$ cat config.mk
export PLATFORM = sky130hd
export DESIGN_NAME = qth_front
export DESIGN_NICKNAME = d
export VERILOG_FILES = /design/src/rtl/qth_pkg.sv /design/src/rtl/qth_front.sv
export SDC_FILE = /design/constraint.sdc
export NUM_CORES = 2
export LEC_CHECK = 0
export ABC_AREA = 1
export BUFFER_PORTS_ARGS = -buffer_cell sky130_fd_sc_hd__clkbuf_2
export CORE_MARGIN = 2
export CORE_UTILIZATION = 58
export CTS_BUF_LIST = sky130_fd_sc_hd__clkbuf_2 sky130_fd_sc_hd__clkbuf_4 sky130_fd_sc_hd__clkbuf_8
export CTS_CLUSTER_SIZE = 40
export DETAILED_ROUTE_END_ITERATION = 8
export PLACE_DENSITY = 0.83
export SYNTH_ARGS = -nofsm -noshare
export SYNTH_HDL_FRONTEND = slang
export SYNTH_SLANG_ARGS = --single-unit
$ cat constraint.sdc
create_clock -name clk -period 8.7 [get_ports clk]
set_clock_uncertainty 0.15 [all_clocks]
set_input_delay 0.87 -clock clk [delete_from_list [all_inputs] [get_ports clk]]
set_output_delay 0.87 -clock clk [all_outputs]
set_load 0.05 [all_outputs]
$ cat src/rtl/qth_pkg.sv
// ----------------------------------------------------------------------------
// qth_pkg: shared types and constants for the quaternion heading pipeline
// Payload structs, fixed-point widths, CORDIC angle table and output limits.
// ----------------------------------------------------------------------------
package qth_pkg;

  // Input and result field widths
  localparam int QUAT_W = 16;
  localparam int HEAD_W = 16;

  // Number of CORDIC iterations and the table that bounds it
  localparam int CORDIC_STAGES   = 16;
  localparam int ANGLE_TABLE_LEN = 24;
  localparam int NUM_CELLS       = (CORDIC_STAGES < ANGLE_TABLE_LEN) ?
                                   CORDIC_STAGES : ANGLE_TABLE_LEN;
  localparam int STAGE_W         = 5;

  // Internal widths: Q28 products, Q28 terms, CORDIC vector, Q30 angle
  localparam int PROD_W = 32;
  localparam int TERM_W = 34;
  localparam int XY_W   = 37;
  localparam int Z_W    = 34;
  localparam int MAG_W  = 32;
  localparam int DEGP_W = 46;
  localparam int DSUM_W = 63;

  // Start of the result strobe relative to the accepting edge
  localparam int LATENCY = NUM_CELLS + 6;

  localparam logic signed [TERM_W-1:0] ONE_Q28      = TERM_W'(64'sd268435456);
  localparam logic signed [Z_W-1:0]    PI_Q30       = Z_W'(64'sd3373259426);
  localparam logic [29:0]              RAD_TO_DEG_Q24 = 30'd961263669;
  localparam logic [HEAD_W-1:0]        DEG_LIMIT    = 16'd23040;
  localparam logic [HEAD_W-1:0]        RAD_LIMIT    = 16'd25736;

  // Input transaction: one orientation quaternion, signed Q14 parts
  typedef struct packed {
    logic signed [QUAT_W-1:0] quat_real;
    logic signed [QUAT_W-1:0] quat_i;
    logic signed [QUAT_W-1:0] quat_j;
    logic signed [QUAT_W-1:0] quat_k;
  } quat_t;

  // Result transaction: clockwise-positive yaw
  typedef struct packed {
    logic signed [HEAD_W-1:0] heading_deg;  // Q7 degrees
    logic signed [HEAD_W-1:0] heading_rad;  // Q13 radians
  } heading_t;

  // Vector handed from cell to cell
  typedef struct packed {
    logic                   valid;
    logic                   zero;   // both terms zero: angle forced to 0
    logic signed [XY_W-1:0] x;
    logic signed [XY_W-1:0] y;
    logic signed [Z_W-1:0]  z;
  } cordic_t;

  // atan(2^-i) in Q30 radians, rounded to nearest
  function automatic logic signed [Z_W-1:0] atan_q30(input logic [STAGE_W-1:0] idx);
    logic signed [Z_W-1:0] a;
    case (idx)
      5'd0:    a = Z_W'(64'sd843314857);
      5'd1:    a = Z_W'(64'sd497837829);
      5'd2:    a = Z_W'(64'sd263043837);
      5'd3:    a = Z_W'(64'sd133525159);
      5'd4:    a = Z_W'(64'sd67021687);
      5'd5:    a = Z_W'(64'sd33543516);
      5'd6:    a = Z_W'(64'sd16775851);
      5'd7:    a = Z_W'(64'sd8388437);
      5'd8:    a = Z_W'(64'sd4194283);
      5'd9:    a = Z_W'(64'sd2097149);
      5'd10:   a = Z_W'(64'sd1048576);
      5'd11:   a = Z_W'(64'sd524288);
      5'd12:   a = Z_W'(64'sd262144);
      5'd13:   a = Z_W'(64'sd131072);
      5'd14:   a = Z_W'(64'sd65536);
      5'd15:   a = Z_W'(64'sd32768);
      5'd16:   a = Z_W'(64'sd16384);
      5'd17:   a = Z_W'(64'sd8192);
      5'd18:   a = Z_W'(64'sd4096);
      5'd19:   a = Z_W'(64'sd2048);
      5'd20:   a = Z_W'(64'sd1024);
      5'd21:   a = Z_W'(64'sd512);
      5'd22:   a = Z_W'(64'sd256);
      5'd23:   a = Z_W'(64'sd128);
      default: a = '0;
    endcase
    return a;
  endfunction

endpackage

$ cat src/rtl/qth_front.sv
// ----------------------------------------------------------------------------
// qth_front: quaternion to yaw vector
// Forms Y = 2(rk+ij) and X = 1-2(jj+kk) in Q28 over two stages, then folds
// the left half-plane onto the right one by a turn of pi.
// ----------------------------------------------------------------------------
module qth_front import qth_pkg::*; (
  input  logic    clk,
  input  logic    rst,
  input  logic    accept,
  input  quat_t   quat,
  output cordic_t vec
);

  // Stage 1: products
  logic                     v1;
  logic signed [PROD_W-1:0] rk, ij, jj, kk;
  logic signed [PROD_W-1:0] rk_c, ij_c, jj_c, kk_c;

  assign rk_c = quat.quat_real * quat.quat_k;
  assign ij_c = quat.quat_i * quat.quat_j;
  assign jj_c = quat.quat_j * quat.quat_j;
  assign kk_c = quat.quat_k * quat.quat_k;

  always_ff @(posedge clk) begin
    if (rst) begin
      v1 <= 1'b0;
    end else begin
      v1 <= accept;
    end
  end

  always_ff @(posedge clk) begin
    rk <= rk_c;
    ij <= ij_c;
    jj <= jj_c;
    kk <= kk_c;
  end

  // Stage 2: terms
  logic                     v2;
  logic signed [TERM_W-1:0] y_t, x_t;
  logic signed [TERM_W-1:0] y_c, x_c;

  assign y_c = (TERM_W'(rk) + TERM_W'(ij)) <<< 1;
  assign x_c = ONE_Q28 - ((TERM_W'(jj) + TERM_W'(kk)) <<< 1);

  always_ff @(posedge clk) begin
    if (rst) begin
      v2 <= 1'b0;
    end else begin
      v2 <= v1;
    end
  end

  always_ff @(posedge clk) begin
    y_t <= y_c;
    x_t <= x_c;
  end

  // Stage 3: quadrant fold
  logic signed [XY_W-1:0] x_e, y_e;
  cordic_t                vec_next;

  assign x_e = XY_W'(x_t);
  assign y_e = XY_W'(y_t);

  always_comb begin
    vec_next.valid = v2;
    vec_next.zero  = (x_t == '0) && (y_t == '0);
    if (x_t < 0) begin
      vec_next.x = -x_e;
      vec_next.y = -y_e;
      vec_next.z = (y_t >= 0) ? PI_Q30 : -PI_Q30;
    end else begin
      vec_next.x = x_e;
      vec_next.y = y_e;
      vec_next.z = '0;
    end
  end

  always_ff @(posedge clk) begin
    if (rst) begin
      vec.valid <= 1'b0;
    end else begin
      vec.valid <= vec_next.valid;
    end
  end

  always_ff @(posedge clk) begin
    vec.zero <= vec_next.zero;
    vec.x    <= vec_next.x;
    vec.y    <= vec_next.y;
    vec.z    <= vec_next.z;
  end

endmodule

==> reports/results.ini <==
[layout]
finalNetCount = 7770
drive_above_1_share_pct = 5.141
area_growth_syn_to_layout_pct = 4.875
fin_area_um2 = 53190

[logic_synthesis]
ys_async_sr_fraction_pct = 0
syn_avg_cell_area_um2 = 8.096
netlist_top_cells_count = 1855 x inv_1, 1298 x nand2_1, 993 x fa_1, 418 x ha_1, 271 x dfxtp_1
ys_types = 48
synth-compound-area-share_pct = 4.583
synth_mux_area_share_pct = 0
yosys.cell_count.top_type = inv_1
yosys_warnings = 0
syn_area_um2 = 50720
synthTopCellsByArea = fa_1 39%, inv_1 14%, dfxtp_1 11%
synth-simple-area-share_pct = 14.55
ys_seq_elements = 271
synth_fa_ha_area_share_pct = 49.51
yosysTopAreaCell = fa_1
synth_top_family_by_area = adder cells
synth_cells = 6265
synth_edf_count = 0
ys_seq_area_share_pct = 10.70
synth_top_area_share_pct = 39.19
synth-xor-area-share_pct = 5.141
synth_ff_type = dfxtp_1

[sta]
fin_crit_sh_pct = 79.69
hold_ws_ns = 0.2190
drv_slew = 0
rsz0062_at_grt = no
tightest_slew_ns = 1.158
finalSetupViolCount = 0
maxSlewHeadroom_pct = 22.81
clock.fmax_mhz = 144.2
hold_viol_final = 0
setup_tns_ns = 0
min_period_ns = 6.933

[placed_design]
place_congestion = 0.9525
place_area_um2 = 52250
io_buffers = 173
dp_hpwl_um = 100800

[critical_path]
cp-start-kind = input pin
path_max_fanout = 22
critPathCaptureType = flop
critPathKind = in2reg
crit_required_ns = 9.06
crit_arrival_ns = 7.30

[route]
drt_iter0_drc = 2412
drc_errors = 0
ant_nets = 0
firstDrtPassIters = 6
wire_per_inst_um = 16.19
vias_per_cell = 5.177
wl_um = 121100
vias = 38714

[clock_tree]
post_cts_resized = 0
clock-sinks = 271
root_buffer = clkbuf_8
clk_pin_slew_ns = 0.07
clk_latency_ns = 0.59
hold_buffers = 0
post_cts_buffers = 0
cts_tree = done
cts_buffers = 42
h-tree-depth = 2
cts.path.max_buffers = 3

[outcome]
outcome = completed

[job]
maxCapViolCount = 0

[grt]
antenna_found_initial = 5
grt_usage_pct = 27.85
grt_pass1_wl_um = 201700
grt_max_degree = 47
grt_pass1_vias = 42122
grt_overflow_total = 0

[floorplan]
die_area_um2 = 89830
io_pins = 177
initial_core_util_pct = 58.46
dieWidth_um = 299.7
rows = 108
core-area_um2 = 86750
die_h_um = 299.7

[worst_hold_path]
hold_path_class = reg2reg

## worst max-delay path, cell delays in order
cell      delay, ns
clkbuf_2       0.46
inv_1          0.66
or2_2          0.51
fa_1           0.47
fa_1           0.50
inv_1          0.05
fa_1           0.40
fa_1           0.52
fa_1           0.51
inv_1          0.05
fa_1           0.48
inv_1          0.05
ha_1           0.38
nand2_1        0.10
inv_1          0.08
nand2_1        0.07
o21ai_0        0.21
a21oi_1        0.10
o21ai_0        0.43
nand3_1        0.13
nand2_1        0.10
xor2_1         0.13
## cell families (layout without fill, tap and decap cells)
logic type	Yosys count	after routing
compound gates	407	407
xor+xnor	293	293
fa+ha+maj	1411	1411
buf+inv	2064	2116
flops	271	271
other cells	1	7
simple gates	1818	1818
## stage by stage
stage,util [%],worst slack [ns],instances
global placement,60.23,1.471,7403
detailed placement,60.23,1.291,7403
floorplan,-,2.124,6270
finish,61.31,1.767,7478
global route,61.31,1.550,7478
CTS,61.31,1.883,7477
## cell usage in the layout (no fill, tap or decap), types with 10 or more instances in the layout
master and instances:
inv_1 1855, nand2_1 1298, fa_1 993, ha_1 418
dfxtp_1 270, nor2_1 250, a21oi_1 198, clkbuf_2 173
xor2_1 167, xnor2_1 122, nand3_1 110, o21ai_0 98
clkbuf_8 52, nor3_1 45, nand4_1 35, o21bai_1 23
a21o_1 23, or2_2 16, buf_4 14, nand2_2 13
nor4_1 12, o211ai_1 10, nor2_2 10
## registers in the layout, summed over array words and instances, names as in the netlist
register / count
v1: 1
x_t: 33
kk: 31
y_t: 33
ij: 32
vec: 77
rk: 32
v2: 1
jj: 31
## cell type report
cell class | count | area, um^2
tap | 1155 | 1445
multi-input combinational | 3935 | 37440
clock buffer | 61 | 783.3
antenna | 1 | 2.502
inverter | 1855 | 6963
sequential | 271 | 5426
timing repair buffer | 187 | 970.9
fill | 7361 | 33560
clock inverter | 13 | 158.9
## final timing paths
kind | startpoint | end | slack [ns] | cells after the start
worst max-delay path | quat[31] | ij[29]$_DFF_P_ | 1.77 | 22
worst min register to register | x_t[1]$_DFF_P_ | vec[72]$_DFF_P_ | 0.22 | 0
worst min-delay path | x_t[1]$_DFF_P_ | vec[72]$_DFF_P_ | 0.22 | 0
worst max register to register | jj[2]$_DFF_P_ | x_t[21]$_DFF_P_ | 5.57 | 15
## routing by layer
layer	up-vias	track usage, %	wire length [um]
met5	-	0	50
met1	18920	33.86	47130
li1	18054	-	-
met4	8	10.61	4779
met3	359	3.866	7488
met2	1373	50.18	61640
Power is not shown: default switching activity piles up to over one toggle a cycle in this logic, so the estimate is an artifact.
