## src/rtl/qth_pkg.sv

```systemverilog
// ----------------------------------------------------------------------------
// qth_pkg: shared types and constants for the quaternion heading pipeline
// Payload structs, fixed-point widths, CORDIC angle table and output limits.
// ----------------------------------------------------------------------------
package qth_pkg;

  // Input and result field widths
  localparam int QUAT_W = 16;
  localparam int HEAD_W = 16;

  // Number of CORDIC iterations and the table that bounds it
  localparam int CORDIC_STAGES   = 16;
  localparam int ANGLE_TABLE_LEN = 24;
  localparam int NUM_CELLS       = (CORDIC_STAGES < ANGLE_TABLE_LEN) ?
                                   CORDIC_STAGES : ANGLE_TABLE_LEN;
  localparam int STAGE_W         = 5;

  // Internal widths: Q28 products, Q28 terms, CORDIC vector, Q30 angle
  localparam int PROD_W = 32;
  localparam int TERM_W = 34;
  localparam int XY_W   = 37;
  localparam int Z_W    = 34;
  localparam int MAG_W  = 32;
  localparam int DEGP_W = 46;
  localparam int DSUM_W = 63;

  // Start of the result strobe relative to the accepting edge
  localparam int LATENCY = NUM_CELLS + 6;

  localparam logic signed [TERM_W-1:0] ONE_Q28      = TERM_W'(64'sd268435456);
  localparam logic signed [Z_W-1:0]    PI_Q30       = Z_W'(64'sd3373259426);
  localparam logic [29:0]              RAD_TO_DEG_Q24 = 30'd961263669;
  localparam logic [HEAD_W-1:0]        DEG_LIMIT    = 16'd23040;
  localparam logic [HEAD_W-1:0]        RAD_LIMIT    = 16'd25736;

  // Input transaction: one orientation quaternion, signed Q14 parts
  typedef struct packed {
    logic signed [QUAT_W-1:0] quat_real;
    logic signed [QUAT_W-1:0] quat_i;
    logic signed [QUAT_W-1:0] quat_j;
    logic signed [QUAT_W-1:0] quat_k;
  } quat_t;

  // Result transaction: clockwise-positive yaw
  typedef struct packed {
    logic signed [HEAD_W-1:0] heading_deg;  // Q7 degrees
    logic signed [HEAD_W-1:0] heading_rad;  // Q13 radians
  } heading_t;

  // Vector handed from cell to cell
  typedef struct packed {
    logic                   valid;
    logic                   zero;   // both terms zero: angle forced to 0
    logic signed [XY_W-1:0] x;
    logic signed [XY_W-1:0] y;
    logic signed [Z_W-1:0]  z;
  } cordic_t;

  // atan(2^-i) in Q30 radians, rounded to nearest
  function automatic logic signed [Z_W-1:0] atan_q30(input logic [STAGE_W-1:0] idx);
    logic signed [Z_W-1:0] a;
    case (idx)
      5'd0:    a = Z_W'(64'sd843314857);
      5'd1:    a = Z_W'(64'sd497837829);
      5'd2:    a = Z_W'(64'sd263043837);
      5'd3:    a = Z_W'(64'sd133525159);
      5'd4:    a = Z_W'(64'sd67021687);
      5'd5:    a = Z_W'(64'sd33543516);
      5'd6:    a = Z_W'(64'sd16775851);
      5'd7:    a = Z_W'(64'sd8388437);
      5'd8:    a = Z_W'(64'sd4194283);
      5'd9:    a = Z_W'(64'sd2097149);
      5'd10:   a = Z_W'(64'sd1048576);
      5'd11:   a = Z_W'(64'sd524288);
      5'd12:   a = Z_W'(64'sd262144);
      5'd13:   a = Z_W'(64'sd131072);
      5'd14:   a = Z_W'(64'sd65536);
      5'd15:   a = Z_W'(64'sd32768);
      5'd16:   a = Z_W'(64'sd16384);
      5'd17:   a = Z_W'(64'sd8192);
      5'd18:   a = Z_W'(64'sd4096);
      5'd19:   a = Z_W'(64'sd2048);
      5'd20:   a = Z_W'(64'sd1024);
      5'd21:   a = Z_W'(64'sd512);
      5'd22:   a = Z_W'(64'sd256);
      5'd23:   a = Z_W'(64'sd128);
      default: a = '0;
    endcase
    return a;
  endfunction

endpackage

```

## src/rtl/qth_back.sv

```systemverilog
// ----------------------------------------------------------------------------
// qth_back: angle to heading outputs
// Negates the accumulated angle, scales it to Q13 radians and Q7 degrees
// with round-half-away and saturation, and drives the result strobe.
// ----------------------------------------------------------------------------
module qth_back import qth_pkg::*; (
  input  logic     clk,
  input  logic     rst,
  input  cordic_t  vec,
  output logic     done,
  output heading_t heading
);

  // Stage 1: magnitude and sign of the heading (heading = -z)
  logic                   v1, neg1;
  logic [MAG_W-1:0]       mag;
  logic signed [Z_W-1:0]  z_abs;
  logic [MAG_W-1:0]       mag_next;

  assign z_abs = (vec.z < 0) ? -vec.z : vec.z;

  // Anything at or past 2^32 saturates both outputs
  always_comb begin
    if (vec.zero) begin
      mag_next = '0;
    end else if (z_abs[Z_W-1:MAG_W] != '0) begin
      mag_next = '1;
    end else begin
      mag_next = z_abs[MAG_W-1:0];
    end
  end

  always_ff @(posedge clk) begin
    if (rst) begin
      v1 <= 1'b0;
    end else begin
      v1 <= vec.valid;
    end
  end

  always_ff @(posedge clk) begin
    mag  <= mag_next;
    neg1 <= !vec.zero && (vec.z > 0);
  end

  // Stage 2: radian rounding and split degree products
  logic                v2, neg2;
  logic [DEGP_W-1:0]   p_lo, p_hi, p_lo_c, p_hi_c;
  logic [MAG_W:0]      rad_sum;
  logic [HEAD_W-1:0]   rad_q, rad_mag;

  assign p_lo_c  = mag[15:0] * RAD_TO_DEG_Q24;
  assign p_hi_c  = mag[MAG_W-1:16] * RAD_TO_DEG_Q24;
  assign rad_sum = (MAG_W+1)'(mag) + (MAG_W+1)'(1 << 16);
  assign rad_q   = rad_sum[MAG_W:17];

  always_ff @(posedge clk) begin
    if (rst) begin
      v2 <= 1'b0;
    end else begin
      v2 <= v1;
    end
  end

  always_ff @(posedge clk) begin
    p_lo    <= p_lo_c;
    p_hi    <= p_hi_c;
    rad_mag <= (rad_q > RAD_LIMIT) ? RAD_LIMIT : rad_q;
    neg2    <= neg1;
  end

  // Stage 3: degree rounding, saturation and sign
  logic [DSUM_W-1:0] deg_sum;
  logic [HEAD_W-1:0] deg_q, deg_mag;

  assign deg_sum = (DSUM_W'(p_hi) << 16) + DSUM_W'(p_lo) + (DSUM_W'(1) << 46);
  assign deg_q   = deg_sum[62:47];
  assign deg_mag = (deg_q > DEG_LIMIT) ? DEG_LIMIT : deg_q;

  always_ff @(posedge clk) begin
    if (rst) begin
      done <= 1'b0;
    end else begin
      done <= v2;
    end
  end

  always_ff @(posedge clk) begin
    heading.heading_deg <= neg2 ? -deg_mag : deg_mag;
    heading.heading_rad <= neg2 ? -rad_mag : rad_mag;
  end

endmodule

```

## config.mk

```make
export PLATFORM = sky130hd
export DESIGN_NAME = qth_back
export DESIGN_NICKNAME = d
export VERILOG_FILES = /design/src/rtl/qth_pkg.sv /design/src/rtl/qth_back.sv
export SDC_FILE = /design/constraint.sdc
export NUM_CORES = 1
export LEC_CHECK = 0
export BUFFER_PORTS_ARGS = -buffer_cell sky130_fd_sc_hd__buf_2
export CORE_MARGIN = 1.5
export CORE_UTILIZATION = 60
export DETAILED_ROUTE_END_ITERATION = 8
export GPL_ROUTABILITY_DRIVEN = 0
export PLACE_DENSITY = 0.86
export REMOVE_ABC_BUFFERS = 1
export SKIP_CTS_REPAIR_TIMING = 1
export SYNTH_ARGS = -nofsm -noshare
export SYNTH_HDL_FRONTEND = slang
export SYNTH_SLANG_ARGS = --single-unit
```

## constraint.sdc

```tcl
create_clock -name clk -period 8.6 [get_ports clk]
set_input_delay 1.72 -clock clk [delete_from_list [all_inputs] [get_ports clk]]
set_output_delay 1.72 -clock clk [all_outputs]
set_load 0.01 [all_outputs]
```

==> flow_summary.toml <==
[run_status]
outcome = "completed"

[worst_setup_path]
r2r-start = "mag[5]"
crit_path_start_kind = "flop"
crit_fanout = 10
arrival_ns = 7.95
critPathKind = "flop to flop"
required_ns = 8.99
cp-end-kind = "flop"
cp-startpoint = "mag[5]"

[global_route]
antenna_found_initial = 2
grt_pass1_vias = 18000
grt_start_max_net_pins = 35
grt_pass1_wl_mm = 89.1
grtUsageTotal_pct = 29.6
overflow = 0

[die]
start_util_pct = 61.0
coreArea_mm2 = 0.0366
dieArea_mm2 = 0.0384
die-height_um = 196
die_w_um = 196
ios = 145
row_count = 70

[route]
firstDrtPassIters = 7
num_vias = 16900
route.met2.wl_mm = 26.4
vias_per_cell = 5.90
wl_mm = 55.1
post_drt_wl_per_cell_um = 19.2
ant_nets = 0
highest_layer = "met5"
dr_wl_met3_mm = 5.30
drtIter0Drc = 1555
routedLengthMet1_mm = 21.3
drc = 0

[synthesis]
synth_ff_type = "dfxtp_1"
yosysSeqAreaShare_pct = 14.4
yosys_warnings = 0
synth_common_cells = "541 x inv_1, 403 x ha_1, 320 x fa_1"
synth_area_mm2 = 0.0223
synth_seq_cells = 161
syn_avg_cell_area_um2 = 9.59
synth.area.top_cells = "fa_1 29%, ha_1 23%, dfxtp_1 14%, inv_1 9.1%, xnor2_1 3.1%"
synth_most_common_cell = "inv_1"
yosysTopAreaCell = "fa_1"
yosysTopAreaCellShare_pct = 28.7
ys_async_sr_fraction_pct = 0
synth_edf_count = 0
syn_inst = 2326
yosysUniqueCellTypes = 77

[sta]
max_slew_margin_pct = 32.5
finClkSkew_ns = 0.0118
grt_setup_unrepaired = "no"
setup_viol_count_final = 0
clock.fmax_mhz = 132
period_share_pct = 88.0
min_period_ns = 7.57
tightest_slew_ns = 1.01
fin_setup_tns_ns = 0
drv_slew = 0
hold_viol_final = 0

[job]
drv_cap = 0

[clocking]
cts_root_buffer = "clkbuf_16"
cts_tree = "built"
clk_path_buf_depth = 2
cts_sinks = 161
clkTransAtPathRegs_ns = 0.07
clock_latency_ns = 0.46
numCtsBuffers = 17
htree_levels = 4

[cells_and_area]
stdcell_count = 2872
syn2layout_area_growth_pct = 6.21
final_nets = 3227
antenna_cells = 0
drive_gt1_share_pct = 5.24
nFillCells = 2603

[placed_design]
io_buffer_count = 70
dpl.cell_count = 2841
dp_hpwl_mm = 46.4

[hold_path]
min_from = "neg1"
hold_path_class = "flop to flop"
metal layers:
metal,vias to the layer above,GRT usage [%]
met2,865,50.6
met3,217,8.01
li1,7671,-
met1,8178,35.7
met5,-,0
met4,4,11.1
per-stage QoR:
step / hold WS (ns) / setup slack, ns / cell area [um^2] / util [%]
after floorplan: 0.310 / 2.14 / 22200 / -
after global placement: 0.311 / 1.47 / 23100 / 63.2
after detailed placement: 0.313 / 1.28 / 23100 / 63.2
after CTS: 0.329 / 1.17 / 23700 / 64.7
after global routing: 0.340 / 0.584 / 23700 / 64.7
final: 0.328 / 1.03 / 23700 / 64.7
registers in the layout, summed over array words and instances, names as in the netlist:
signal   flops
p_hi        46
heading     32
mag         32
p_lo        30
rad_mag     16
done         1
neg1         1
neg2         1
v1           1
v2           1
layout by cell type (no fill, tap or decap), types with 7 or more instances in the layout:
master     count
nor2_1        78
a21oi_1      116
nor3_1        25
o41ai_1       10
a21o_1        31
o21bai_1       7
o21ai_0       72
and2_1        10
or3_1          8
xnor2_1       78
nor2b_1       13
o211ai_1      13
a211oi_1      15
o31ai_1       19
xor2_1        64
buf_2         70
and3_1        16
clkbuf_16     17
dfxtp_1      161
inv_1        541
ha_1         403
o21a_1        12
nand2b_1      18
a31oi_1       10
nand4_1       17
nand2_1      106
fa_1         320
nand3_1       39
final cells by class:
cell class              instances  area [um^2]  area share [%]
clock buffers                  18          439            1.85
multi-input cells            1600        16900            71.4
repair buffers                 71          358            1.51
inverters                     541         2030            8.57
clock inverters                13          141           0.597
well taps                     468          586            2.47
flip-flops and latches        161         3220            13.6
cells by family after synthesis:
logic type / count (synthesis) / synth area share [%]
compound gates: 361 / 10.4
xor+xnor: 142 / 5.57
fa+ha+maj: 723 / 51.3
buf+inv: 565 / 9.72
flops: 161 / 14.4
mux: 6 / 0.275
other cells: 1 / 0.0168
simple gates: 367 / 8.23
worst max-delay path, stage by stage (launching register included):
cell	delay [ns]
dfxtp_1	0.70
inv_1	0.18
ha_1	0.32
inv_1	0.17
fa_1	0.48
fa_1	0.53
inv_1	0.06
fa_1	0.48
inv_1	0.07
fa_1	0.55
inv_1	0.07
fa_1	0.57
inv_1	0.06
ha_1	0.36
a21oi_1	0.19
nand2_1	0.07
a221oi_1	0.53
o2bb2ai_1	0.14
nor2_1	0.34
o21ai_0	0.27
a21o_1	0.26
a221oi_1	0.48
o21ai_0	0.25
a21oi_1	0.21
xnor2_1	0.13
worst paths after layout:
kind	to	slack (ns)	cells past startpoint
worst max register to register	p_lo[45]	1.03	24
worst max-delay path	p_lo[45]	1.03	24
worst min-delay path	neg2	0.33	0
worst min register to register	neg2	0.33	0
Power is not shown: default switching activity piles up to over one toggle a cycle in this logic, so the estimate is an artifact.
