File: src/rtl/qth_pkg.sv
// ----------------------------------------------------------------------------
// qth_pkg: shared types and constants for the quaternion heading pipeline
// Payload structs, fixed-point widths, CORDIC angle table and output limits.
// ----------------------------------------------------------------------------
package qth_pkg;

  // Input and result field widths
  localparam int QUAT_W = 16;
  localparam int HEAD_W = 16;

  // Number of CORDIC iterations and the table that bounds it
  localparam int CORDIC_STAGES   = 16;
  localparam int ANGLE_TABLE_LEN = 24;
  localparam int NUM_CELLS       = (CORDIC_STAGES < ANGLE_TABLE_LEN) ?
                                   CORDIC_STAGES : ANGLE_TABLE_LEN;
  localparam int STAGE_W         = 5;

  // Internal widths: Q28 products, Q28 terms, CORDIC vector, Q30 angle
  localparam int PROD_W = 32;
  localparam int TERM_W = 34;
  localparam int XY_W   = 37;
  localparam int Z_W    = 34;
  localparam int MAG_W  = 32;
  localparam int DEGP_W = 46;
  localparam int DSUM_W = 63;

  // Start of the result strobe relative to the accepting edge
  localparam int LATENCY = NUM_CELLS + 6;

  localparam logic signed [TERM_W-1:0] ONE_Q28      = TERM_W'(64'sd268435456);
  localparam logic signed [Z_W-1:0]    PI_Q30       = Z_W'(64'sd3373259426);
  localparam logic [29:0]              RAD_TO_DEG_Q24 = 30'd961263669;
  localparam logic [HEAD_W-1:0]        DEG_LIMIT    = 16'd23040;
  localparam logic [HEAD_W-1:0]        RAD_LIMIT    = 16'd25736;

  // Input transaction: one orientation quaternion, signed Q14 parts
  typedef struct packed {
    logic signed [QUAT_W-1:0] quat_real;
    logic signed [QUAT_W-1:0] quat_i;
    logic signed [QUAT_W-1:0] quat_j;
    logic signed [QUAT_W-1:0] quat_k;
  } quat_t;

  // Result transaction: clockwise-positive yaw
  typedef struct packed {
    logic signed [HEAD_W-1:0] heading_deg;  // Q7 degrees
    logic signed [HEAD_W-1:0] heading_rad;  // Q13 radians
  } heading_t;

  // Vector handed from cell to cell
  typedef struct packed {
    logic                   valid;
    logic                   zero;   // both terms zero: angle forced to 0
    logic signed [XY_W-1:0] x;
    logic signed [XY_W-1:0] y;
    logic signed [Z_W-1:0]  z;
  } cordic_t;

  // atan(2^-i) in Q30 radians, rounded to nearest
  function automatic logic signed [Z_W-1:0] atan_q30(input logic [STAGE_W-1:0] idx);
    logic signed [Z_W-1:0] a;
    case (idx)
      5'd0:    a = Z_W'(64'sd843314857);
      5'd1:    a = Z_W'(64'sd497837829);
      5'd2:    a = Z_W'(64'sd263043837);
      5'd3:    a = Z_W'(64'sd133525159);
      5'd4:    a = Z_W'(64'sd67021687);
      5'd5:    a = Z_W'(64'sd33543516);
      5'd6:    a = Z_W'(64'sd16775851);
      5'd7:    a = Z_W'(64'sd8388437);
      5'd8:    a = Z_W'(64'sd4194283);
      5'd9:    a = Z_W'(64'sd2097149);
      5'd10:   a = Z_W'(64'sd1048576);
      5'd11:   a = Z_W'(64'sd524288);
      5'd12:   a = Z_W'(64'sd262144);
      5'd13:   a = Z_W'(64'sd131072);
      5'd14:   a = Z_W'(64'sd65536);
      5'd15:   a = Z_W'(64'sd32768);
      5'd16:   a = Z_W'(64'sd16384);
      5'd17:   a = Z_W'(64'sd8192);
      5'd18:   a = Z_W'(64'sd4096);
      5'd19:   a = Z_W'(64'sd2048);
      5'd20:   a = Z_W'(64'sd1024);
      5'd21:   a = Z_W'(64'sd512);
      5'd22:   a = Z_W'(64'sd256);
      5'd23:   a = Z_W'(64'sd128);
      default: a = '0;
    endcase
    return a;
  endfunction

endpackage

File: src/rtl/qth_cell.sv
// ----------------------------------------------------------------------------
// qth_cell: one CORDIC vectoring iteration
// Rotates the vector toward the x axis by atan(2^-stage) and accumulates
// the angle; the result is registered for the next cell.
// ----------------------------------------------------------------------------
module qth_cell import qth_pkg::*; (
  input  logic               clk,
  input  logic               rst,
  input  logic [STAGE_W-1:0] stage,
  input  cordic_t            vec_in,
  output cordic_t            vec_out
);

  logic signed [XY_W-1:0] x, y, dx, dy;
  logic signed [Z_W-1:0]  ang;
  cordic_t                vec_next;

  assign x   = vec_in.x;
  assign y   = vec_in.y;
  assign dx  = y >>> stage;
  assign dy  = x >>> stage;
  assign ang = atan_q30(stage);

  // Rotation direction follows the sign of y
  always_comb begin
    vec_next.valid = vec_in.valid;
    vec_next.zero  = vec_in.zero;
    if (y > 0) begin
      vec_next.x = x + dx;
      vec_next.y = y - dy;
      vec_next.z = vec_in.z + ang;
    end else begin
      vec_next.x = x - dx;
      vec_next.y = y + dy;
      vec_next.z = vec_in.z - ang;
    end
  end

  always_ff @(posedge clk) begin
    if (rst) begin
      vec_out.valid <= 1'b0;
    end else begin
      vec_out.valid <= vec_next.valid;
    end
  end

  always_ff @(posedge clk) begin
    vec_out.zero <= vec_next.zero;
    vec_out.x    <= vec_next.x;
    vec_out.y    <= vec_next.y;
    vec_out.z    <= vec_next.z;
  end

endmodule

File: config.mk
export PLATFORM = sky130hd
export DESIGN_NAME = qth_cell
export DESIGN_NICKNAME = d
export VERILOG_FILES = /design/src/rtl/qth_pkg.sv /design/src/rtl/qth_cell.sv
export SDC_FILE = /design/constraint.sdc
export NUM_CORES = 1
export LEC_CHECK = 0
export ABC_AREA = 1
export ABC_CLOCK_PERIOD_IN_PS = 7300
export BUFFER_PORTS_ARGS = -buffer_cell sky130_fd_sc_hd__buf_2
export CAP_MARGIN = 20
export CORE_ASPECT_RATIO = 0.9
export CORE_UTILIZATION = 50
export DETAILED_ROUTE_END_ITERATION = 7
export PLACE_DENSITY = 0.75
export SLEW_MARGIN = 30
export SYNTH_ARGS = -nofsm -noshare
export SYNTH_HDL_FRONTEND = slang
export SYNTH_SLANG_ARGS = --single-unit
File: constraint.sdc
create_clock -name clk -period 7.3 [get_ports clk]
set_clock_uncertainty 0.1 [all_clocks]
set_input_delay 1.46 -clock clk [delete_from_list [all_inputs] [get_ports clk]]
set_output_delay 1.46 -clock clk [all_outputs]
set_load 0.02 [all_outputs]
==> results of run 1 <==
==> power groups by stage <==
stage | sequential, mW | combinational, mW | clock, mW
finish | 0.916 | 2.36 | 0.513
global route | 0.944 | 2.58 | 0.553
CTS | 0.919 | 2.33 | 0.526
detailed placement | 0.931 | 2.32 | 0
global placement | 0.926 | 2.32 | 0
floorplan | 1.28 | 1.27 | 0
==> cell usage in the layout (no fill, tap or decap), types with 6 or more instances in the layout <==
master | netlist | layout
a21oi_1 | 147 | 147
nand2_1 | 816 | 816
nor2_4 | 8 | 8
o211ai_1 | 14 | 14
xnor2_1 | 56 | 56
nor3_1 | 13 | 13
nand3_1 | 402 | 402
o21a_1 | 10 | 10
o21ai_1 | 16 | 16
buf_2 | 33 | 226
xor2_1 | 116 | 116
nand4_1 | 27 | 27
nand2_2 | 22 | 22
nand3b_1 | 13 | 13
clkbuf_16 | 0 | 9
dfxtp_1 | 110 | 110
nor2_1 | 226 | 226
nand3_2 | 14 | 14
a21oi_2 | 6 | 6
inv_1 | 239 | 239
buf_4 | 11 | 26
o221ai_1 | 10 | 10
a21boi_0 | 9 | 9
ha_1 | 118 | 118
a31oi_1 | 25 | 25
nor4_1 | 11 | 11
a21o_1 | 7 | 7
inv_2 | 17 | 18
o21ai_0 | 99 | 98
o31ai_1 | 6 | 6
nor2_2 | 15 | 15
==> final timing paths <==
path	to	depth (start not counted)
setup / recovery	vec_out[106]$_DFF_P_	28
hold / removal	vec_out[108]$_DFF_P_	1
==> stage by stage <==
step           setup WS [ns]  std cells  utilization  instance area (um2)
5_1_grt               0.1851       3299       0.5625                17470
2_1_floorplan          2.158       2710            -                15860
3_5_place_dp          0.3870       3283       0.5532                17190
3_3_place_gp          0.5559       3283       0.5532                17190
6_report              0.5584       3299       0.5625                17470
4_1_cts               0.7941       3299       0.5625                17470
==> cell usage after synthesis, drive strengths merged (23+ instances only) <==
cell type,n,area share
o21ai,119,0.038
xnor2,56,0.031
nand3,416,0.14
xor2,116,0.064
ha,118,0.093
nand2,841,0.20
clkbuf,23,0.0054
a31oi,25,0.0099
buf,66,0.028
a21oi,154,0.051
nand4,28,0.011
dfxtp,110,0.14
inv,258,0.061
nor2,250,0.066
==> layer usage <==
metal,global-route usage,up-vias,wire length (um)
met2,0.5649,984,25930
met4,0.08696,0,1187
met1,0.4918,8602,26270
met3,0.06954,84,5630
li1,-,9319,-
met5,0,-,0
==> worst max-delay path, stage by stage <==
cell	delay, ns
buf_2	0.13
buf_4	0.47
nand3_1	0.17
nand3_1	0.15
nand3_1	0.11
o21ai_1	0.20
o211ai_1	0.12
buf_4	0.16
inv_1	0.06
ha_1	0.17
nand3_1	0.09
nor2_2	0.23
nand3_1	0.17
nor2_1	0.15
nand2_1	0.15
xor2_1	0.17
nand2_1	0.06
nand2_1	0.08
ha_1	0.37
nand2_1	0.09
nor2_1	0.15
nand2_1	0.21
nor4_1	0.55
nand4_1	0.18
o211ai_1	0.65
nand3_1	0.14
nand2_1	0.11
xor2_1	0.16
==> cell type report <==
cell class / instances / area share
multi-input combinational: 2247 / 0.6942
sequential: 110 / 0.1260
timing repair buffer: 253 / 0.07706
inverter: 264 / 0.05700
tap: 409 / 0.02929
clock buffer: 10 / 0.01311
clock inverter: 6 / 0.003294
==> logic make-up (layout without fill, tap and decap cells) <==
family          count (synthesis)  after routing  share of synthesized area
fa+ha+maj                     121            121                    0.09688
xor+xnor                      172            172                    0.09498
simple gates                 1579           1579                     0.4350
flops                         110            110                     0.1388
compound gates                375            375                     0.1377
buf+inv                       353            533                    0.09664
==> results.md, run 1 <==
| Quantity | Value | Unit |
| --- | --- | --- |
| Outcome | completed | - |
| Clock network power share | 0.135 | - |
| Ratio of cells with drive above 1 in the final layout | 0.1270 | - |
| Residual overflow from global routing | 0 | - |
| Total half-perimeter wirelength after legalization and detailed placement | 48920 | um |
| Detailed-route wire length | 59030 | um |
| FF+latch count, synth | 110 | - |
| Critical path launch point | stage[1] | - |
| Max-cap violations | 0 | - |
| Net Sw Frac | 0.5078 | - |
| Endpoint required time on the critical path | 7.53 | ns |
| Post-cts repair resize count | 0 | - |
| Detailed-route vias per instance | 5.756 | - |
| IR drop worst, VDD | 0.0002307 | V |
| Area taken by multi-input logic gates | 12130 | um2 |
| First-pass iteration count of the detailed router | 6 | - |
| Area Overhead vs Synth | 10.16 | % |
| FMAX | 0.1483 | GHz |
| Area used by sequential logic in the layout | 2202 | um2 |
| Sequential share of power | 0.241 | - |
| Dominant synthesized flop cell | dfxtp_1 | - |
| Count of vias placed by the detailed router | 18.99k | - |
| Number of DRC violations after detailed-routing iteration 0 | 2285 | - |
| Ys async rst share | 0 | - |
| Slew at the pin closest to its max-slew limit | 0.7656 | ns |
| Number of flops mapped to enable cells by yosys | 0 | - |
| Largest net degree at the start of global routing | 77 | - |
| Chip height | 171.0 | um |
| Maximum buffer depth of the clock tree | 2 | - |
| Unrepaired setup endpoints after global routing | false | - |
| Portion of the post-synthesis area used by sequential elements | 0.1388 | - |
| Clock-pin slew of the registers on the worst-case setup and hold paths | 0.09 | ns |
| Overall fraction of global-route tracks in use | 0.3564 | - |
| Initial Utilization | 0.5106 | - |
| Filler Cell Count | 3268 | - |
| Number of distinct library cell variants in the gate-level netlist after synthesis | 55 | - |
| Nature of the critical path endpoint | register | - |
| Setup Buffers After CTS | 0 | - |
| Final critical delay including setup and external delays | 6.742 | ns |
| Overall die area | 32440 | um2 |
| Total nets after synthesis | 2948 | - |
| Post-route DRC violation count | 0 | - |
| Setup TNS | 0 | ns |
| Start-to-end type of the worst setup path | in -> reg | - |
| Largest registers | vec_out (110) | - |
| Number of slew-limit violations in the final report | 0 | - |
| Via count of the first global-routing pass | 16.76k | - |
| Floorplan row count | 61 | - |
| Routability Congestion | 1.047 | - |
| Number of antenna violations at the first check in global routing | 0 | - |
| Count of yosys warnings during synthesis | 0 | - |
| Boundary pin count | 227 | - |
| Number of nets in the finished design | 3123 | - |
| HP Start | vec_in[108] | - |
| Hold bufs inserted after CTS | 0 | - |
| Number of buffer cells added on primary ports | 226 | - |
| Antenna Nets Post-Route | 0 | - |
| Mean routed wirelength per cell | 17.89 | um |
| Overall power | 3.792 | mW |
| Number of endpoints failing setup at the final stage | 0 | - |
| Area of the core region | 31060 | um2 |
| Lkg Pwr | 9.072 | nW |
| Net switching power figure | 1.926 | mW |
| Clock tree from TritonCTS | done | - |
| Startpoint class of the critical path | primary input | - |
| Clock buffer count from CTS | 9 | - |
| Worst hold slack | 1.069 | ns |
| Total internal power | 1.866 | mW |
| Hold WC Path Type | in -> reg | - |
| Gate power share | 0.623 | - |
| Cell at the root of the clock tree | clkbuf_16 | - |
| Die Width | 189.7 | um |
| Most flop-heavy register | vec_out | - |
| Worst slew margin relative to its limit | 0.4889 | - |
| Ant. Diodes | 0 | - |
| Power per unit of standard cell area | 217.0 | nW/um2 |
| Syn Inst Count | 2710 | - |
| Final Cycle Share | 0.9235 | - |
| Wire length of the first global-routing pass | 90290 | um |
| Largest register FFs | 110 | - |
| Final-report hold violation count | 0 | - |
| Arrival time of the worst setup path | 6.97 | ns |
| Largest fanout of any net on the critical path | 46 | - |
| Area of the mapped netlist | 15860 | um2 |
| Post-Synthesis Mean Instance Area | 5.852 | um2 |
| TritonCTS Sinks | 110 | - |
| CTS H-tree lvls | 3 | - |
(Power assumes the default switching activity.)
==> inputs of run 2 (changes only) <==
- RECOVER_POWER: unset -> 100
==> run 2 against run 1 <==
Clock power about the same. Clock-buffer cell count unchanged. Final cell count about the same. Sequential power up 0.9%. First-iteration DRC count down 11%. Wire length about the same. Global-route usage unchanged. Via count down 0.28%. Fmax down 1.6%. Largest power group unchanged.
==> results.md, run 2 (synthesis gave the netlist of run 1 again) <==
| Quantity | Value | Unit | vs previous |
| --- | --- | --- | --- |
| Largest fanout of any net on the critical path | 46 | - | unchanged |
| First-pass iteration count of the detailed router | 6 | - | unchanged |
| Setup Buffers After CTS | 0 | - | unchanged |
| Most flop-heavy register | vec_out | - |  |
| Unrepaired setup endpoints after global routing | false | - |  |
| Antenna Nets Post-Route | 0 | - | unchanged |
| Post-cts repair resize count | 0 | - | unchanged |
| Final-report hold violation count | 0 | - | unchanged |
| Filler Cell Count | 3325 | - | +1.7% |
| Final Cycle Share | 0.9390 | - | +0.01546 |
| Largest register FFs | 110 | - | unchanged |
| Routability Congestion | 1.047 | - | unchanged |
| Post-route cell area | 17310 | um2 | -0.95% |
| CTS H-tree lvls | 3 | - | unchanged |
| Total half-perimeter wirelength after legalization and detailed placement | 48920 | um | unchanged |
| Area of the core region | 31060 | um2 | unchanged |
| FMAX | 0.1459 | GHz | -1.6% |
| HP Start | vec_in[108] | - |  |
| Via count of the first global-routing pass | 16.76k | - | unchanged |
| Chip height | 171.0 | um | unchanged |
| Setup TNS | 0 | ns | unchanged |
| Overall fraction of global-route tracks in use | 0.3564 | - | unchanged |
| Clock buffer count from CTS | 9 | - | unchanged |
| Outcome | completed | - |  |
| Count of vias placed by the detailed router | 18.94k | - | -0.28% |
| Clock tree from TritonCTS | done | - |  |
| IR drop worst, VDD | 0.0002224 | V | -3.6% |
| Number of antenna violations at the first check in global routing | 0 | - | unchanged |
| Post-route DRC violation count | 0 | - | unchanged |
| Wire length of the first global-routing pass | 90290 | um | unchanged |
| Maximum buffer depth of the clock tree | 2 | - | unchanged |
| Detailed-route wire length | 59060 | um | about the same |
| Clock-pin slew of the registers on the worst-case setup and hold paths | 0.09 | ns | about the same |
| Overall die area | 32440 | um2 | unchanged |
| TritonCTS Sinks | 110 | - | unchanged |
| Initial Utilization | 0.5106 | - | unchanged |
| Worst hold slack | 1.068 | ns | -0.0008600 ns |
| Boundary pin count | 227 | - | unchanged |
| Residual overflow from global routing | 0 | - | unchanged |
| Number of buffer cells added on primary ports | 226 | - | unchanged |
| Hold WC Path Type | in -> reg | - |  |
| Detailed-route vias per instance | 5.738 | - | -0.31% |
| Number of endpoints failing setup at the final stage | 0 | - | unchanged |
| Number of nets in the finished design | 3123 | - | unchanged |
| Ratio of cells with drive above 1 in the final layout | 0.08547 | - | -0.04152 |
| Max-cap violations | 0 | - | unchanged |
| Number of DRC violations after detailed-routing iteration 0 | 2034 | - | -11% |
| Number of slew-limit violations in the final report | 0 | - | unchanged |
| Largest net degree at the start of global routing | 77 | - | unchanged |
| Hold bufs inserted after CTS | 0 | - | unchanged |
| Worst slew margin relative to its limit | 0.4223 | - | -0.06655 |
| Arrival time of the worst setup path | 7.08 | ns | +0.11 ns |
| Placed Instance Area | 17190 | um2 | unchanged |
| Nature of the critical path endpoint | register | - |  |
| Die Width | 189.7 | um | unchanged |
| Area Overhead vs Synth | 9.120 | % |  |
| Number of cells on the worst hold path | 1 | - | unchanged |
| Floorplan row count | 61 | - | unchanged |
| Top library cells by usage in the layout, fill and taps aside | nand2_1 (818), nand3_1 (404), inv_1 (241), nor2_1 (226), a21oi_1 (147) | - |  |
| Largest registers | vec_out (110) | - |  |
| Min-Delay Endpoint | vec_out[108]$_DFF_P_ | - |  |
| Final critical delay including setup and external delays | 6.854 | ns | +0.1128 ns |
| Start-to-end type of the worst setup path | in -> reg | - |  |
| Cell seen most often among critical-path stages | nand2_1 | - |  |
| Maximum cell stage delay along the critical path | 0.66 | ns | about the same |
| Leading cell type in the layout, fill and taps excluded | nand2_1 | - |  |
| Cell at the root of the clock tree | clkbuf_16 | - |  |
| Endpoint required time on the critical path | 7.53 | ns | about the same |
| Startpoint class of the critical path | primary input | - |  |
| Mean routed wirelength per cell | 17.90 | um | about the same |
| Slowest cell on the critical path | o211ai_1 | - |  |
| Slew at the pin closest to its max-slew limit | 0.8665 | ns | +0.1009 ns |
| Lkg Pwr | 8.752 | nW | -3.5% |
| Power per unit of standard cell area | 215.2 | nW/um2 | -0.87% |
==> run 2: cell type report <==
class / instances / area [um2] / area share
timing repair buffer: 253 / 1194 / 0.06897
antenna: 1 / 2.502 / 0.0001446
tap: 409 / 511.7 / 0.02957
clock inverter: 6 / 57.56 / 0.003326
sequential: 110 / 2202 / 0.1272
inverter: 264 / 996.0 / 0.05755
clock buffer: 10 / 229.0 / 0.01323
multi-input combinational: 2247 / 12110 / 0.7000
==> run 2: worst max-delay path by stage <==
stage / startpoint / end / slack, ns / depth (start not counted)
6_report: stage[1] / vec_out[106]$_DFF_P_ / 0.45 / 29
3_3_place_gp: stage[1] / vec_out[106]$_DFF_P_ / 0.56 / 29
2_1_floorplan: stage[0] / vec_out[99]$_DFF_P_ / 2.16 / 26
4_1_cts: stage[1] / vec_out[106]$_DFF_P_ / 0.79 / 28
5_1_grt: stage[1] / vec_out[106]$_DFF_P_ / 0.15 / 29
3_5_place_dp: stage[1] / vec_out[106]$_DFF_P_ / 0.39 / 28
==> run 2: layer usage <==
| metal | up-vias | GRT usage | routed length (um) |
|---|---|---|---|
| met5 | - | 0 | 0 |
| met4 | 0 | 0.08696 | 1200 |
| met3 | 83 | 0.06954 | 5478 |
| met2 | 934 | 0.5649 | 25950 |
| met1 | 8596 | 0.4918 | 26430 |
| li1 | 9322 | - | - |
==> run 2: per-stage QoR <==
step	std cells	total power, mW	utilization	setup slack [ns]
finish	3300	3.724	0.5571	0.4455
global route	3299	4.004	0.5571	0.1506
CTS	3299	3.774	0.5625	0.7941
detailed placement	3283	3.251	0.5532	0.3870
global placement	3283	3.247	0.5532	0.5559
floorplan	2710	2.551	-	2.158
==> run 2: power by group <==
group,switching (mW),total (mW),internal (mW)
Sequential,0.0620,0.924,0.862
Clock,0.274,0.513,0.239
Combinational,1.60,2.29,0.692
Total,1.93,3.72,1.79
==> run 2: critical path, delay by kind of cell <==
kind                       cells  cell delay, ns
and+or+nand+nor               18            2.96
buffers and inverters          4            0.81
adders and majority gates      2            0.56
xor gates and xnor gates       1            0.16
AOI/OAI and AO/OA              4            1.09
